**src/rtl/assert_macros.svh**
```systemverilog
// Assertion macros shared by the coordinate parser modules.
// Each macro expects the signals clk and arst_n in the module that uses it.
`ifndef ASSERT_MACROS_SVH
`define ASSERT_MACROS_SVH

// Property checked on every clock edge outside reset.
`define FCSV_ASSERT(name, prop, msg) \
	name: assert property (@(posedge clk) disable iff (!arst_n) prop) else $error(msg);

// Condition that must never be seen outside reset.
`define FCSV_ASSERT_NEVER(name, cond, msg) \
	name: assert property (@(posedge clk) disable iff (!arst_n) !(cond)) else $error(msg);

`endif

```
**src/rtl/fcsv_pkg.sv**
```systemverilog
// Shared types and constants for the framed CSV coordinate parser.
// No dependencies; imported by every module of the block.
`default_nettype none

package fcsv_pkg;

	localparam logic [7:0] CH_START = 8'h24;
	localparam logic [7:0] CH_END   = 8'h23;
	localparam logic [7:0] CH_COMMA = 8'h2C;
	localparam logic [7:0] CH_MINUS = 8'h2D;
	localparam logic [7:0] CH_PLUS  = 8'h2B;
	localparam logic [7:0] CH_SPACE = 8'h20;
	localparam logic [7:0] CH_NUL   = 8'h00;

	localparam int QUEUE_DEPTH = 4;

	localparam logic [16:0] MAG_LIMIT = 17'd32768;
	localparam logic [15:0] POS_MAX   = 16'd32767;

	localparam logic [1:0] LAST_FIELD = 2'd3;

	// Token kinds carried from the front end to the back end
	localparam logic [1:0] TOK_START = 2'd0;
	localparam logic [1:0] TOK_END   = 2'd1;
	localparam logic [1:0] TOK_TEXT  = 2'd2;

	// Field parse phases
	localparam logic [1:0] PH_SKIP   = 2'd0;
	localparam logic [1:0] PH_DIGITS = 2'd1;
	localparam logic [1:0] PH_DONE   = 2'd2;

	typedef struct packed {
		logic [1:0] kind;
		logic       digit;
		logic       space;
		logic       plus;
		logic       minus;
		logic       comma;
		logic [3:0] digit_val;
	} tok_t;

endpackage

`default_nettype wire

```
**src/rtl/fcsv_front.sv**
```systemverilog
// Front end: accepts received bytes, tracks framing and text length, classifies kept bytes.
// Depends on fcsv_pkg and assert_macros.svh.
`default_nettype none
`include "assert_macros.svh"

module fcsv_front #(
	parameter int MAX_TEXT = 31
) (
	input  wire logic          clk,
	input  wire logic          arst_n,
	input  wire logic          in_valid,
	output logic               in_stall,
	input  wire logic [7:0]    rx_byte,
	input  wire logic          q_full,
	output logic               push,
	output fcsv_pkg::tok_t     tok
);
	import fcsv_pkg::*;

	localparam int CW = $clog2(MAX_TEXT + 1);

	logic          in_frame_q;
	logic          text_ended_q;
	logic [CW-1:0] text_count_q;
	logic          accept;
	logic          is_start;
	logic          is_end;
	logic          room;
	logic          keep_text;

	assign in_stall  = q_full;
	assign accept    = in_valid && !q_full;
	assign is_start  = (rx_byte == CH_START);
	assign is_end    = (rx_byte == CH_END);
	assign room      = (text_count_q < CW'(MAX_TEXT));
	assign keep_text = in_frame_q && !is_end && room && !text_ended_q && (rx_byte != CH_NUL);

	assign push = accept && (is_start || (in_frame_q && is_end) || keep_text);

	always_comb begin
		tok.kind      = is_start ? TOK_START : (is_end ? TOK_END : TOK_TEXT);
		tok.digit     = rx_byte inside {[8'h30:8'h39]};
		tok.space     = (rx_byte == CH_SPACE) || (rx_byte inside {[8'd9:8'd13]});
		tok.plus      = (rx_byte == CH_PLUS);
		tok.minus     = (rx_byte == CH_MINUS);
		tok.comma     = (rx_byte == CH_COMMA);
		tok.digit_val = rx_byte[3:0];
	end

	always_ff @(posedge clk or negedge arst_n) begin
		if (!arst_n) begin
			in_frame_q   <= 1'b0;
			text_ended_q <= 1'b0;
			text_count_q <= '0;
		end else if (accept) begin
			if (is_start) begin
				in_frame_q   <= 1'b1;
				text_ended_q <= 1'b0;
				text_count_q <= '0;
			end else if (in_frame_q) begin
				if (is_end) begin
					in_frame_q <= 1'b0;
				end else if (room) begin
					text_count_q <= text_count_q + CW'(1);
					// a zero byte ends the usable text of this frame
					if (rx_byte == CH_NUL)
						text_ended_q <= 1'b1;
				end
			end
		end
	end

	`FCSV_ASSERT_NEVER(a_count_bound, text_count_q > CW'(MAX_TEXT), "text count beyond limit")
	`FCSV_ASSERT(a_text_in_frame,
		(push && tok.kind == TOK_TEXT) |-> (in_frame_q && !text_ended_q),
		"text pushed outside usable frame")

endmodule

`default_nettype wire

```
**src/rtl/fcsv_queue.sv**
```systemverilog
// Short token queue between the front end and the back end.
// Depends on fcsv_pkg and assert_macros.svh.
`default_nettype none
`include "assert_macros.svh"

module fcsv_queue #(
	parameter int DEPTH = 4
) (
	input  wire logic            clk,
	input  wire logic            arst_n,
	input  wire logic            push,
	input  wire fcsv_pkg::tok_t  push_tok,
	output logic                 full,
	input  wire logic            pop,
	output logic                 not_empty,
	output fcsv_pkg::tok_t       head_tok
);
	import fcsv_pkg::*;

	localparam int PW   = (DEPTH > 1) ? $clog2(DEPTH) : 1;
	localparam int CNTW = $clog2(DEPTH + 1);

	tok_t            slot_q [DEPTH];
	logic [PW-1:0]   wr_ptr_q;
	logic [PW-1:0]   rd_ptr_q;
	logic [CNTW-1:0] count_q;

	assign full      = (count_q == CNTW'(DEPTH));
	assign not_empty = (count_q != '0);
	assign head_tok  = slot_q[rd_ptr_q];

	always_ff @(posedge clk) begin
		if (push)
			slot_q[wr_ptr_q] <= push_tok;
	end

	always_ff @(posedge clk or negedge arst_n) begin
		if (!arst_n) begin
			wr_ptr_q <= '0;
			rd_ptr_q <= '0;
			count_q  <= '0;
		end else begin
			if (push)
				wr_ptr_q <= (wr_ptr_q == PW'(DEPTH - 1)) ? '0 : wr_ptr_q + PW'(1);
			if (pop)
				rd_ptr_q <= (rd_ptr_q == PW'(DEPTH - 1)) ? '0 : rd_ptr_q + PW'(1);
			if (push && !pop)
				count_q <= count_q + CNTW'(1);
			else if (pop && !push)
				count_q <= count_q - CNTW'(1);
		end
	end

	`FCSV_ASSERT_NEVER(a_no_overflow, push && full, "push into full queue")
	`FCSV_ASSERT_NEVER(a_no_underflow, pop && !not_empty, "pop from empty queue")

endmodule

`default_nettype wire

```
**src/rtl/fcsv_back.sv**
```systemverilog
// Back end: parses tokens into four saturated fields and issues one result per closed frame.
// Depends on fcsv_pkg and assert_macros.svh.
`default_nettype none
`include "assert_macros.svh"

module fcsv_back (
	input  wire logic            clk,
	input  wire logic            arst_n,
	input  wire logic            tok_valid,
	input  wire fcsv_pkg::tok_t  tok,
	output logic                 tok_pop,
	output logic                 out_valid,
	input  wire logic            out_stall,
	output logic signed [15:0]   object_x,
	output logic signed [15:0]   object_y,
	output logic signed [15:0]   beam_x,
	output logic signed [15:0]   beam_y,
	output logic                 frame_valid
);
	import fcsv_pkg::*;

	logic [1:0]  field_number_q;
	logic [1:0]  field_phase_q;
	logic        field_negative_q;
	logic [16:0] acc_q;
	logic [15:0] pending_q [3];
	logic [15:0] field_value_q [4];

	logic [15:0] out_q [4];
	logic        out_valid_q;
	logic        frame_valid_q;

	logic        out_free;
	logic        take_start;
	logic        take_end;
	logic        take_text;
	logic        sep;
	logic [1:0]  eff_phase;
	logic [19:0] acc_x10;
	logic [19:0] acc_sum;
	logic [16:0] acc_next;
	logic [15:0] finished;
	logic        complete;

	assign out_free   = !out_valid_q || !out_stall;
	assign tok_pop    = tok_valid && ((tok.kind != TOK_END) || out_free);
	assign take_start = tok_pop && (tok.kind == TOK_START);
	assign take_end   = tok_pop && (tok.kind == TOK_END);
	assign take_text  = tok_pop && (tok.kind == TOK_TEXT);
	assign sep        = tok.comma && (field_number_q != LAST_FIELD);
	assign complete   = (field_number_q == LAST_FIELD);

	// first non-space byte of a field decides whether digits follow
	assign eff_phase = (field_phase_q == PH_SKIP) ? (tok.digit ? PH_DIGITS : PH_DONE)
		: field_phase_q;

	assign acc_x10  = {acc_q, 3'b000} + {2'b00, acc_q, 1'b0};
	assign acc_sum  = acc_x10 + {16'd0, tok.digit_val};
	assign acc_next = (acc_sum > {3'b000, MAG_LIMIT}) ? MAG_LIMIT : acc_sum[16:0];

	always_comb begin
		if (field_negative_q)
			finished = 16'd0 - acc_q[15:0] - {acc_q[16], 15'd0};
		else if (acc_q > {1'b0, POS_MAX})
			finished = POS_MAX;
		else
			finished = acc_q[15:0];
	end

	always_ff @(posedge clk or negedge arst_n) begin
		if (!arst_n) begin
			field_number_q   <= '0;
			field_phase_q    <= PH_SKIP;
			field_negative_q <= 1'b0;
			acc_q            <= '0;
			for (int i = 0; i < 3; i++)
				pending_q[i] <= '0;
			for (int i = 0; i < 4; i++)
				field_value_q[i] <= '1;
		end else if (take_start) begin
			field_number_q   <= '0;
			field_phase_q    <= PH_SKIP;
			field_negative_q <= 1'b0;
			acc_q            <= '0;
		end else if (take_end) begin
			if (complete) begin
				for (int i = 0; i < 3; i++)
					field_value_q[i] <= pending_q[i];
				field_value_q[3] <= finished;
			end
		end else if (take_text) begin
			if (sep) begin
				pending_q[field_number_q] <= finished;
				field_number_q   <= field_number_q + 2'd1;
				field_phase_q    <= PH_SKIP;
				field_negative_q <= 1'b0;
				acc_q            <= '0;
			end else if (field_phase_q == PH_SKIP && tok.space) begin
				// hold: leading whitespace
			end else if (field_phase_q == PH_SKIP && (tok.plus || tok.minus)) begin
				field_negative_q <= tok.minus;
				field_phase_q    <= PH_DIGITS;
			end else if (eff_phase == PH_DIGITS && tok.digit) begin
				field_phase_q <= PH_DIGITS;
				acc_q         <= acc_next;
			end else begin
				field_phase_q <= PH_DONE;
			end
		end
	end

	// output register: load on a closing request, drop once taken
	always_ff @(posedge clk or negedge arst_n) begin
		if (!arst_n) begin
			out_valid_q <= 1'b0;
		end else if (take_end) begin
			out_valid_q <= 1'b1;
		end else if (!out_stall) begin
			out_valid_q <= 1'b0;
		end
	end

	always_ff @(posedge clk) begin
		if (take_end) begin
			frame_valid_q <= complete;
			for (int i = 0; i < 3; i++)
				out_q[i] <= complete ? pending_q[i] : field_value_q[i];
			out_q[3] <= complete ? finished : field_value_q[3];
		end
	end

	assign out_valid   = out_valid_q;
	assign frame_valid = frame_valid_q;
	assign object_x    = $signed(out_q[0]);
	assign object_y    = $signed(out_q[1]);
	assign beam_x      = $signed(out_q[2]);
	assign beam_y      = $signed(out_q[3]);

	`FCSV_ASSERT_NEVER(a_acc_bound, acc_q > MAG_LIMIT, "accumulator beyond saturation limit")
	`FCSV_ASSERT(a_hold_result, (out_valid_q && out_stall) |=> out_valid_q,
		"result lost while stalled")

endmodule

`default_nettype wire

```
**src/rtl/framed_csv_coordinate_parser_core.sv**
```systemverilog
// Path: a closing '#' is written into the token queue, popped once the tokens queued ahead
// of it are taken and the result register is free, then loaded into the result register.
// Throughput: one byte per cycle; input stall rises only when the four-entry token
// queue is full, which happens while the result register is held by out_stall.
// Reset: arst_n clears framing, parse state and queue; stored coordinates reset to -1.
// Depends on fcsv_pkg, fcsv_front, fcsv_queue, fcsv_back.
`default_nettype none

module framed_csv_coordinate_parser_core #(
	parameter int MAX_TEXT = 31
) (
	input  wire logic          clk,
	input  wire logic          arst_n,
	input  wire logic          in_valid,
	output logic               in_stall,
	input  wire logic [7:0]    rx_byte,
	output logic               out_valid,
	input  wire logic          out_stall,
	output logic signed [15:0] object_x,
	output logic signed [15:0] object_y,
	output logic signed [15:0] beam_x,
	output logic signed [15:0] beam_y,
	output logic               frame_valid
);
	import fcsv_pkg::*;

	tok_t push_tok;
	tok_t head_tok;
	logic push;
	logic q_full;
	logic q_not_empty;
	logic pop;

	fcsv_front #(
		.MAX_TEXT(MAX_TEXT)
	) u_front (
		.clk      (clk),
		.arst_n   (arst_n),
		.in_valid (in_valid),
		.in_stall (in_stall),
		.rx_byte  (rx_byte),
		.q_full   (q_full),
		.push     (push),
		.tok      (push_tok)
	);

	fcsv_queue #(
		.DEPTH(QUEUE_DEPTH)
	) u_queue (
		.clk       (clk),
		.arst_n    (arst_n),
		.push      (push),
		.push_tok  (push_tok),
		.full      (q_full),
		.pop       (pop),
		.not_empty (q_not_empty),
		.head_tok  (head_tok)
	);

	fcsv_back u_back (
		.clk         (clk),
		.arst_n      (arst_n),
		.tok_valid   (q_not_empty),
		.tok         (head_tok),
		.tok_pop     (pop),
		.out_valid   (out_valid),
		.out_stall   (out_stall),
		.object_x    (object_x),
		.object_y    (object_y),
		.beam_x      (beam_x),
		.beam_y      (beam_y),
		.frame_valid (frame_valid)
	);

endmodule

`default_nettype wire
```
**config.mk**
```make
export PLATFORM = sky130hd
export DESIGN_NAME = framed_csv_coordinate_parser_core
export DESIGN_NICKNAME = d
export VERILOG_FILES = /design/src/rtl/fcsv_pkg.sv /design/src/rtl/fcsv_front.sv /design/src/rtl/fcsv_queue.sv /design/src/rtl/fcsv_back.sv /design/src/rtl/framed_csv_coordinate_parser_core.sv
export VERILOG_INCLUDE_DIRS = /design/src /design/src/rtl
export SDC_FILE = /design/constraint.sdc
export NUM_CORES = 1
export LEC_CHECK = 0
export ABC_AREA = 1
export ABC_CLOCK_PERIOD_IN_PS = 3920
export BUFFER_PORTS_ARGS = -buffer_cell sky130_fd_sc_hd__buf_2
export CAP_MARGIN = 20
export CORE_AREA = 5 5 165 167
export CTS_BUF_LIST = sky130_fd_sc_hd__clkbuf_2 sky130_fd_sc_hd__clkbuf_4 sky130_fd_sc_hd__clkbuf_8
export CTS_CLUSTER_SIZE = 30
export DETAILED_ROUTE_END_ITERATION = 8
export DIE_AREA = 0 0 170 172
export MAX_ROUTING_LAYER = met4
export PLACE_DENSITY = 0.66
export SYNTH_ARGS = -nofsm -noshare
export SYNTH_HDL_FRONTEND = slang
export SYNTH_SLANG_ARGS = --single-unit
```
**constraint.sdc**
```tcl
create_clock -name clk -period 3.92 [get_ports clk]
set_clock_uncertainty 0.1 [all_clocks]
set_input_delay 0.392 -clock clk [delete_from_list [all_inputs] [get_ports clk]]
set_output_delay 0.392 -clock clk [all_outputs]
set_load 0.02 [all_outputs]
```
### Word-level counts from Yosys, hierarchy flattened

Memories as Yosys holds them, arrays and structs flattened.
Index checks and enable logic that the tools add are counted.

* word-level logic and storage cells: 177
* memories kept: 2
* register bits: 150
* memory bits (writable): 108
* output and inout bits: 67

* bitwise logic cells: 3
* muxes and demuxes: 60
* order comparisons: 9
* reduce and logical (&&, ||, !) cells: 54
* add/sub/neg operators: 10
* eq/ne operators: 20

Memory list
* u_back.out_q: words 4, bits a word 16, rd ports 4, clocked after memory_dff 0, write ports 4, RTL line fcsv_back.sv:29 `logic [15:0] out_q [4];`
* u_queue.slot_q: words 4, bits a word 11, rd ports 1, clocked after memory_dff 0, write ports 1, RTL line fcsv_queue.sv:23 `tok_t slot_q [DEPTH];`

Operator list (count)
* 17-bit two-way mux: 8
* 16-bit two-way mux: 7
* 48-bit bitwise mux: 1
* 8-bit by 6-bit equality test with 1-bit output, second input constant: 6
* 2-bit two-way mux: 17
* 16-bit demux with 2-bit select: 1
* 20-bit by 18-bit adder with 20-bit output: 1
* 20-bit by 4-bit adder with 20-bit output: 1
* 20-bit by 16-bit greater-than comparator with 1-bit output, second input constant: 1
* 1-bit logical AND: 20
* 1-bit two-way mux: 20
* 5-bit two-way mux: 4
* 17-bit by 15-bit greater-than comparator with 1-bit output, second input constant: 1
* 1-bit by 16-bit subtractor with 16-bit output, first input constant: 1
* 16-bit subtractor: 1
* 4-bit AND reduction: 3
* 2-bit nonzero test: 6
* 5-bit AND reduction: 2
* 3-bit AND reduction: 3
* 3-bit nonzero test: 3
* 2-bit equality test, second input constant: 4
* 8-bit by 4-bit >= comparator with 1-bit output, second input constant: 1
* 8-bit by 6-bit >= comparator with 1-bit output, second input constant: 1
* 8-bit by 4-bit less-or-equal comparator with 1-bit output, second input constant: 1
* other kinds (21): 42

### Longest topological paths before layout

Gate-level depths: netlist of run 1.

* depth in word-level cells: 12
* gate-level depth with buffers: 24
* gate-level depth less buffers: 21

### Hierarchy

Synthesis of run 1 repeated with hierarchy kept, for this count alone.

* cell total of the unflattened synthesis: 1545
* area total of the unflattened synthesis: 13505.5 sq um

Modules (own cells, without submodules)
* fcsv_back: instances 1, sequential area each 5410.2 sq um, cells an instance 1252, area an instance 10596.4 sq um
* fcsv_queue: instances 1, sequential area each 1496.4 sq um, cells an instance 180, area an instance 2180.8 sq um
* fcsv_front: instances 1, sequential area each 175.2 sq um, cells an instance 113, area an instance 728.2 sq um

### Worst setup path before layout of run 1

No wires, ideal clock.

* path type: reg-to-reg
* from: reg u_queue.rd_ptr_q[0]
* to: reg u_back.acc_q[14]
* stages on the path, launching flop included: 23
* buffers on the path: 4
* arrival: 3211 ps
* path slack: 544 ps
* period minus slack after synthesis: 3376 ps
* cells stage by stage: dfrtp_1 > buf_6 > buf_6 > buf_4 > o21ai_0 > o22ai_1 > fa_1 > inv_1 > fa_1 > inv_1 > nand3_1 > nand2_1 > nand2_1 > nand2_1 > nand2_1 > nand2_1 > nand2_1 > nand2_1 > nand3_1 > o21bai_4 > buf_4 > nand3_1 > nand2_1

* cells in the longest elaborated chain, start to end: 11
* elaborated cells on any way between the ends: 34
* classes of those cells: add/sub: 1; order compare: 1; eq/ne: 7; mux: 10; reduce/logical: 14; memory: 1

RTL lines
* start: declaration: RTL line fcsv_queue.sv:25 `logic [PW-1:0] rd_ptr_q;`
* start signal: assignment: RTL line fcsv_queue.sv:46 `rd_ptr_q <= (rd_ptr_q == PW'(DEPTH - 1)) ? '0 : rd_ptr_q + PW'(1);`
* memory read 4 x 11 bit *
* 20-bit by 4-bit adder with 20-bit output: RTL line fcsv_back.sv:58 `assign acc_sum = acc_x10 + {16'd0, tok.digit_val};`
* 20-bit by 16-bit greater-than comparator with 1-bit output: RTL line fcsv_back.sv:59 `assign acc_next = (acc_sum > {3'b000, MAG_LIMIT}) ? MAG_LIMIT : acc_sum[16:0];`
* 17-bit two-way mux: RTL line fcsv_back.sv:59
* 17-bit two-way mux: RTL line fcsv_back.sv:103 `end else if (eff_phase == PH_DIGITS && tok.digit) begin`
* 17-bit two-way mux: RTL line fcsv_back.sv:100 `end else if (field_phase_q == PH_SKIP && (tok.plus || tok.minus)) begin`
* 17-bit two-way mux: RTL line fcsv_back.sv:98 `end else if (field_phase_q == PH_SKIP && tok.space) begin`
* 17-bit two-way mux: RTL line fcsv_back.sv:92 `if (sep) begin`
* 17-bit two-way mux: RTL line fcsv_back.sv:91 `end else if (take_text) begin`
* 17-bit two-way mux: RTL line fcsv_back.sv:85 `end else if (take_end) begin`
* 17-bit two-way mux: RTL line fcsv_back.sv:80 `end else if (take_start) begin`
* end signal: assignment: RTL line fcsv_back.sv:105 `acc_q <= acc_next;`
* end: declaration: RTL line fcsv_back.sv:25 `logic [16:0] acc_q;`

Mark *: on every way between the ends. The rest lies on a longest branch, timed or not. The select of a mux whose other input is x is not followed.
A chain may end at the register's enable or synchronous reset.

### Worst setup path in the final report of run 1

* from: reg u_queue.rd_ptr_q[0]
* to: reg u_back.acc_q[2]

Same word-level chain as after synthesis.

==> impl_metrics.json, run 1 <==
{
  "grt_max_degree": 125,
  "hold_path_end": "u_queue.slot_q[0][1]",
  "fp-row-count": 59,
  "hp-start": "rx_byte[1]",
  "rsz0062_at_grt": "false",
  "multiInputGateArea_mm2": 0.005295,
  "hpwlAfterDp_um": 19640,
  "critPathLaunchType": "flop",
  "ys_seq_area_share_pct": 53.12,
  "clock-sinks": 258,
  "fp.dieW_um": 170,
  "crit_path_end_kind": "flop",
  "tns_ps": 0,
  "synth_area_leader_cell": "edfxtp_1",
  "cts_setup_buffers": 0,
  "p_switching_w": 0.004328,
  "tightest_slew_ps": 811.3,
  "antenna_found_initial": 0,
  "first_iter_violations": 767,
  "min_path_cells": 1,
  "grt_pass1_vias": 9421,
  "powerDensity_mw_per_mm2": 735.6,
  "first_pass_iters": 5,
  "drv_slew": 0,
  "grt-ovfl-total": 0,
  "io_pins": 79,
  "cts_buffers": 43,
  "cp.required_ps": 4290,
  "p_leak_nw": 7.054,
  "clockBufferDepth": 3,
  "htreeDepth": 2,
  "cp.arrival_ps": 3830,
  "core_area_mm2": 0.02562,
  "nets": 1690,
  "cp_max_fo": 17,
  "syn_avg_cell_area_um2": 8.894,
  "timing.rr.end": "u_back.acc_q[2]",
  "ff_latch_area_mm2": 0.007082,
  "cts_root_buffer": "clkbuf_8",
  "peakVddDrop_v": 0.0008445,
  "grtUsageTotal_pct": 20.07,
  "path_clk_slew_ps": 60,
  "path_cells": "inv_2 > buf_4 > o21ai_0 > o22ai_1 > ha_1 > ha_1 > inv_1 > fa_1 > inv_1 > nand3_1 > nand2_1 > nand2_1 > nand2_1 > nand2_1 > nand2_1 > nand3_1 > nor2_1 > nand2_1 > o21bai_4 > nand3_1 > nand2_1",
  "slowest_delay_ps": 440,
  "dr_total_vias": 10030,
  "die_area_mm2": 0.02924,
  "ys_ff_latch": 258,
  "synth.top_cell.area_share_pct": 24.55,
  "finalHoldViolations": 0,
  "fillCellCount": 2253,
  "rr_worst_depth": 21,
  "grt_pass1_wl_um": 46850,
  "cp_slowest_cell": "dfrtp_1",
  "seqPwrFrac_pct": 39.8,
  "rrSetupSlack_ps": 450,
  "cts-resized-gates": 0,
  "ys_warn_count": 0,
  "synth_edf_count": 109,
  "timing.hold.ws_ps": 52.61,
  "ant_nets": 0,
  "mappedNetlistArea_mm2": 0.01333,
  "internal_power_w": 0.006705,
  "r2r_start": "u_queue.rd_ptr_q[0]",
  "fmax_mhz": 288.5,
  "min_period_ps": 3466,
  "start_util_pct": 52.05,
  "routed_wl_um": 28300,
  "p_sw_share_pct": 39.22,
  "synth_nets": 1588,
  "ys_async_sr_fraction_pct": 57.75,
  "synth_cell_types": 50,
  "drive_gt1_share_pct": 16.69,
  "pwr-share-comb_pct": 38.3,
  "drc": 0,
  "via_per_inst": 5.090,
  "areaGrowthSynthToFinish_pct": 12.49,
  "outcome": "complete, no violations",
  "setup_viol": 0,
  "synth.area.top_cells": "edfxtp_1, dfrtp_1, nand2_1, dfstp_2, ha_1",
  "cts_tree": "done",
  "gp_routability_congestion": 0.9027,
  "syn_inst": 1499,
  "cap_violations": 0,
  "wl_per_cell_um": 14.36,
  "cpMostUsedCell": "nand2_1",
  "synth_ff_type": "edfxtp_1",
  "clock_latency_ps": 550,
  "crit_type": "reg -> reg",
  "hold_path.class": "in -> reg",
  "port_buffers": 78,
  "period_share_pct": 88.41,
  "antenna_cells": 0,
  "maxSlewHeadroom_pct": 45.91,
  "clkPwrFrac_pct": 21.9,
  "die_h_um": 172
}
## how the worst max path moves through the flow
stage,cells after the start,start,endpoint
after floorplan,22,u_queue.rd_ptr_q[0],u_back.acc_q[14]
after global placement,21,u_queue.rd_ptr_q[0],u_back.acc_q[1]
after detailed placement,21,u_queue.rd_ptr_q[0],u_back.acc_q[2]
after CTS,21,u_queue.rd_ptr_q[0],u_back.acc_q[2]
after global routing,21,u_queue.rd_ptr_q[0],u_back.acc_q[5]
final,21,u_queue.rd_ptr_q[0],u_back.acc_q[2]
## power by group through the flow
stage,registers (W),logic [W],clock network [W]
after floorplan,0.00459,0.00285,0
after global placement,0.00441,0.00417,0
after detailed placement,0.00444,0.00425,0
after CTS,0.00439,0.00428,0.00249
after global routing,0.00448,0.00477,0.00261
final,0.00439,0.00423,0.00242
## layer usage
layer  global-route usage (%)  share of wire, %
met2                    31.52                46
met3                    2.835               4.6
met1                    27.83                47
met4                    5.243               2.1
met5                        -                 0
## area by class of cell
class | instances | share of cell area, %
Clock buffer | 62 | 4.980
Clock inverter | 18 | 0.9510
Inverter | 176 | 4.405
Multi-Input combinational cell | 1019 | 35.31
Sequential cell | 258 | 47.22
Tap cell | 335 | 2.795
Timing Repair Buffer | 103 | 4.346
## state kept, by name, summed over array words and instances, names as in the netlist
name / cells
u_back.field_value_q: 64
u_back.out_q: 64
u_back.pending_q: 48
u_queue.slot_q: 44
u_back.acc_q: 17
u_front.text_count_q: 5
u_queue.count_q: 3
u_back.field_number_q: 2
u_back.field_phase_q: 2
u_queue.rd_ptr_q: 2
u_queue.wr_ptr_q: 2
u_back.field_negative_q: 1
u_back.frame_valid: 1
u_back.out_valid: 1
u_front.in_frame_q: 1
u_front.text_ended_q: 1
## cells in the final DEF (no fill, tap or decap), types with 13 or more instances in the layout
master	netlist	layout
nand2_1	485	485
inv_1	170	169
o21ai_0	162	162
edfxtp_1	109	109
dfrtp_1	85	85
buf_2	9	77
nor2_1	73	73
ha_1	74	73
nand3_1	64	64
dfstp_2	64	64
clkbuf_8	0	45
a21oi_1	36	36
o21ai_1	20	20
clkbuf_4	0	17
buf_4	3	17
nand4_1	16	16
clkinv_1	1	13
## cells by family after synthesis
group / Yosys count / share of synthesized area, %
AO/OA/AOI/OAI: 253 / 10.30
XOR/XNOR: 7 / 0.4598
flip-flops: 258 / 53.12
buffers and inverters: 222 / 7.263
AND/OR/NAND/NOR: 682 / 21.46
adder cells (fa/ha/maj): 77 / 7.395
## cell usage after synthesis, types with 7 or more instances
| master | number |
|---|---|
| buf_6 | 15 |
| clkbuf_1 | 18 |
| nand3b_1 | 8 |
| inv_1 | 170 |
| dfrtp_1 | 85 |
| o21ai_2 | 9 |
| dfstp_2 | 64 |
| nor2_1 | 73 |
| o21ai_1 | 20 |
| ha_1 | 74 |
| nand2_1 | 485 |
| nand4_1 | 16 |
| nor3_1 | 7 |
| a21oi_1 | 36 |
| edfxtp_1 | 109 |
| nand3_1 | 64 |
| buf_2 | 9 |
| nand2_2 | 12 |
| o21ai_0 | 162 |
## through the flow
step / setup slack (ps) / total power, W / cells / cell area (um2) / utilization [%]
floorplan: 543.9 / 0.007443 / 1499 / 13330 / -
global placement: 609.3 / 0.008578 / 1886 / 14040 / 54.81
detailed placement: 490.1 / 0.008688 / 1886 / 14040 / 54.81
CTS: 440.4 / 0.01116 / 1970 / 14970 / 58.44
global route: 120.3 / 0.01187 / 1971 / 15000 / 58.55
finish: 454.2 / 0.01103 / 1971 / 15000 / 58.55
## worst max-delay path: cells and delay by family, from the launching register on
family	cells	cell delay, ps
buf+inv	4	490
flops	1	440
compound gates	3	560
simple gates	11	980
fa+ha+maj	3	810
## what timing repair did
item / CTS / global route
endpoints found under the setup margin: 0 / 0
hold buffers: 4 / 0
endpoints found under the hold margin: 61 / 0
(Power assumes the default switching activity.)
==> inputs of run 2 (changes only) <==
--- a/config.mk
+++ b/config.mk
@@ -15,7 +15,7 @@
 export CTS_CLUSTER_SIZE = 30
 export DETAILED_ROUTE_END_ITERATION = 8
 export DIE_AREA = 0 0 170 172
-export MAX_ROUTING_LAYER = met4
+export HOLD_SLACK_MARGIN = 0.1
 export PLACE_DENSITY = 0.66
 export SYNTH_ARGS = -nofsm -noshare
 export SYNTH_HDL_FRONTEND = slang
==> run 2 against run 1 <==
Compared with the run above: worst setup slack better by 2.4 ps; clock power up 7%; flip-flop and latch count unchanged.
==> impl_metrics.json, run 2 (synthesis gave the netlist of run 1 again) <==
{
  "outcome": "complete, no violations",
  "fillCellCount": 2266,
  "cp.arrival_ps": 3840,
  "multiInputGateArea_mm2": 0.005295,
  "peakVddDrop_v": 0.0004928,
  "ff_latch_area_mm2": 0.007082,
  "first_iter_violations": 694,
  "cts_root_buffer": "clkbuf_8",
  "cp.required_ps": 4290,
  "antenna_cells": 0,
  "grt-ovfl-total": 0,
  "crit_path_end_kind": "flop",
  "io_pins": 79,
  "clockBufferDepth": 3,
  "grt_pass1_vias": 9705,
  "reg.largest.list": "u_back.field_value_q x64, u_back.out_q x64, u_back.pending_q x48",
  "nets": 1692,
  "tightest_slew_ps": 1021,
  "r2r_start": "u_queue.rd_ptr_q[0]",
  "worstSetupEndpoint": "u_back.acc_q[5]",
  "period_share_pct": 88.35,
  "rr_worst_depth": 21,
  "rsz0062_at_grt": "false",
  "drive_gt1_share_pct": 17.09,
  "rrSetupSlack_ps": 460,
  "cp_slowest_cell": "dfrtp_1",
  "power.total_w": 0.01123,
  "grt_pass1_wl_um": 47400,
  "grt_use_met2_pct": 32.23,
  "path_clk_slew_ps": 60,
  "start_util_pct": 52.05,
  "setup_slack_ps": 456.6,
  "final_common_cell": "nand2_1",
  "grtUsageTotal_pct": 19.69,
  "hpwlAfterDp_um": 19610,
  "powerDensity_mw_per_mm2": 744.5,
  "cp-startpoint": "u_queue.rd_ptr_q[0]",
  "fp.dieW_um": 170,
  "path_cells": "inv_2 > buf_4 > o21ai_0 > o22ai_1 > ha_1 > ha_1 > inv_1 > fa_1 > inv_1 > nand3_1 > nand2_1 > nand2_1 > nand2_1 > nand2_1 > nand2_1 > nand2_1 > nand2_1 > nand3_1 > o21bai_4 > nand3_1 > nand2_1",
  "clock_latency_ps": 550,
  "dr_total_vias": 10120,
  "cts_tree": "done",
  "cts-resized-gates": 0,
  "setup_viol": 0,
  "drc": 0,
  "finalHoldViolations": 0,
  "maxSlewHeadroom_pct": 31.93,
  "areaGrowthSynthToFinish_pct": 13.13,
  "die_area_mm2": 0.02924,
  "hold_path.class": "in -> reg",
  "critPathLaunchType": "flop",
  "die_h_um": 172,
  "htreeDepth": 2,
  "first_pass_iters": 5,
  "min_period_ps": 3463,
  "p_leak_nw": 7.107,
  "slowest_delay_ps": 450,
  "crit_type": "reg -> reg",
  "timing.rr.end": "u_back.acc_q[5]",
  "met3_usage_pct": 2.949,
  "clock-sinks": 258,
  "finish.utilization_pct": 58.88,
  "fmax_mhz": 288.7,
  "cts_buffers": 43,
  "mostFrequentLayoutCells": "nand2_1, inv_1, o21ai_0",
  "cap_violations": 0,
  "port_buffers": 78,
  "via_per_inst": 5.130,
  "pre_cts_ws_ps": 470.3,
  "timing.hold.ws_ps": 206.2,
  "antenna_found_initial": 0,
  "fp-row-count": 59,
  "use_met1_pct": 27.16,
  "core_area_mm2": 0.02562,
  "cpMostUsedCell": "nand2_1",
  "wl_per_cell_um": 14.44,
  "grt_max_degree": 125,
  "ant_nets": 0,
  "cp_max_fo": 17,
  "gp_routability_congestion": 0.9058,
  "tns_ps": 0,
  "drv_slew": 0,
  "routed_wl_um": 28500,
  "top_usage_layer": "met2"
}
==> run 2: cell types whose count changed in the layout (fill, tap and decap cells not counted) <==
| cell | delta |
|---|---|
| inv_6 | -1 |
| clkinv_1 | -7 |
| clkinv_8 | -1 |
| clkbuf_8 | +4 |
| inv_8 | +1 |
| bufinv_16 | +1 |
| clkinvlp_4 | -1 |
| clkinv_2 | +1 |
| clkbuf_4 | +3 |
| dlygate4sd3_1 | +2 |
==> run 2: routing by layer <==
metal	routed length [um]	share of wire, %
met1	13200	46
met2	13150	46
met3	1278	4.5
met4	871	3.1
met5	0	0
==> run 2: how the worst min path moves through the flow <==
stage / from / slack, ps / end / depth (start not counted)
after detailed placement: u_back.field_value_q[8] / 360 / u_back.field_value_q[8] / 2
after floorplan: arst_n / -4 / u_back.acc_q[0] / 0
after CTS: rx_byte[4] / 180 / u_queue.slot_q[2][8] / 3
final: rx_byte[4] / 210 / u_queue.slot_q[0][8] / 3
after global routing: rx_byte[4] / 210 / u_queue.slot_q[0][8] / 3
after global placement: u_back.field_value_q[8] / 360 / u_back.field_value_q[8] / 2
==> run 2: where the power goes <==
part / leakage, nW / switching (W) / total [W] / internal [W]
clock: 0.508 / 0.00105 / 0.00259 / 0.00153
sequential: 2.70 / 0.000384 / 0.00439 / 0.00400
combinational: 3.90 / 0.00292 / 0.00425 / 0.00134
total: 7.11 / 0.00435 / 0.0112 / 0.00688
==> run 2: through the flow <==
stage                     instances  area [um2]
after floorplan                1499       13330
after global placement         1886       14040
after detailed placement       1886       14040
after CTS                      1972       15060
after global routing           1973       15080
final                          1973       15080
==> run 2: what timing repair did <==
item                                   in CTS  in global routing
setup buffers                               0                  0
endpoints found under the hold margin      69                  0
hold buffers                                6                  0
==> run 2: final cells by class <==
cell class                 instances  area share (%)
sequential                       258           46.95
multi-input combinational       1019           35.11
clock buffer                      69           5.467
timing repair buffer             105           4.455
inverter                         176           4.380
tap                              335           2.779
clock inverter                    11          0.8627
==> run 2: critical path: cells and delay by family (launching register included) <==
kind            cells  cell delay, ps
flops               1             450
compound gates      3             590
buf+inv             4             510
simple gates       11             940
fa+ha+maj           3             800
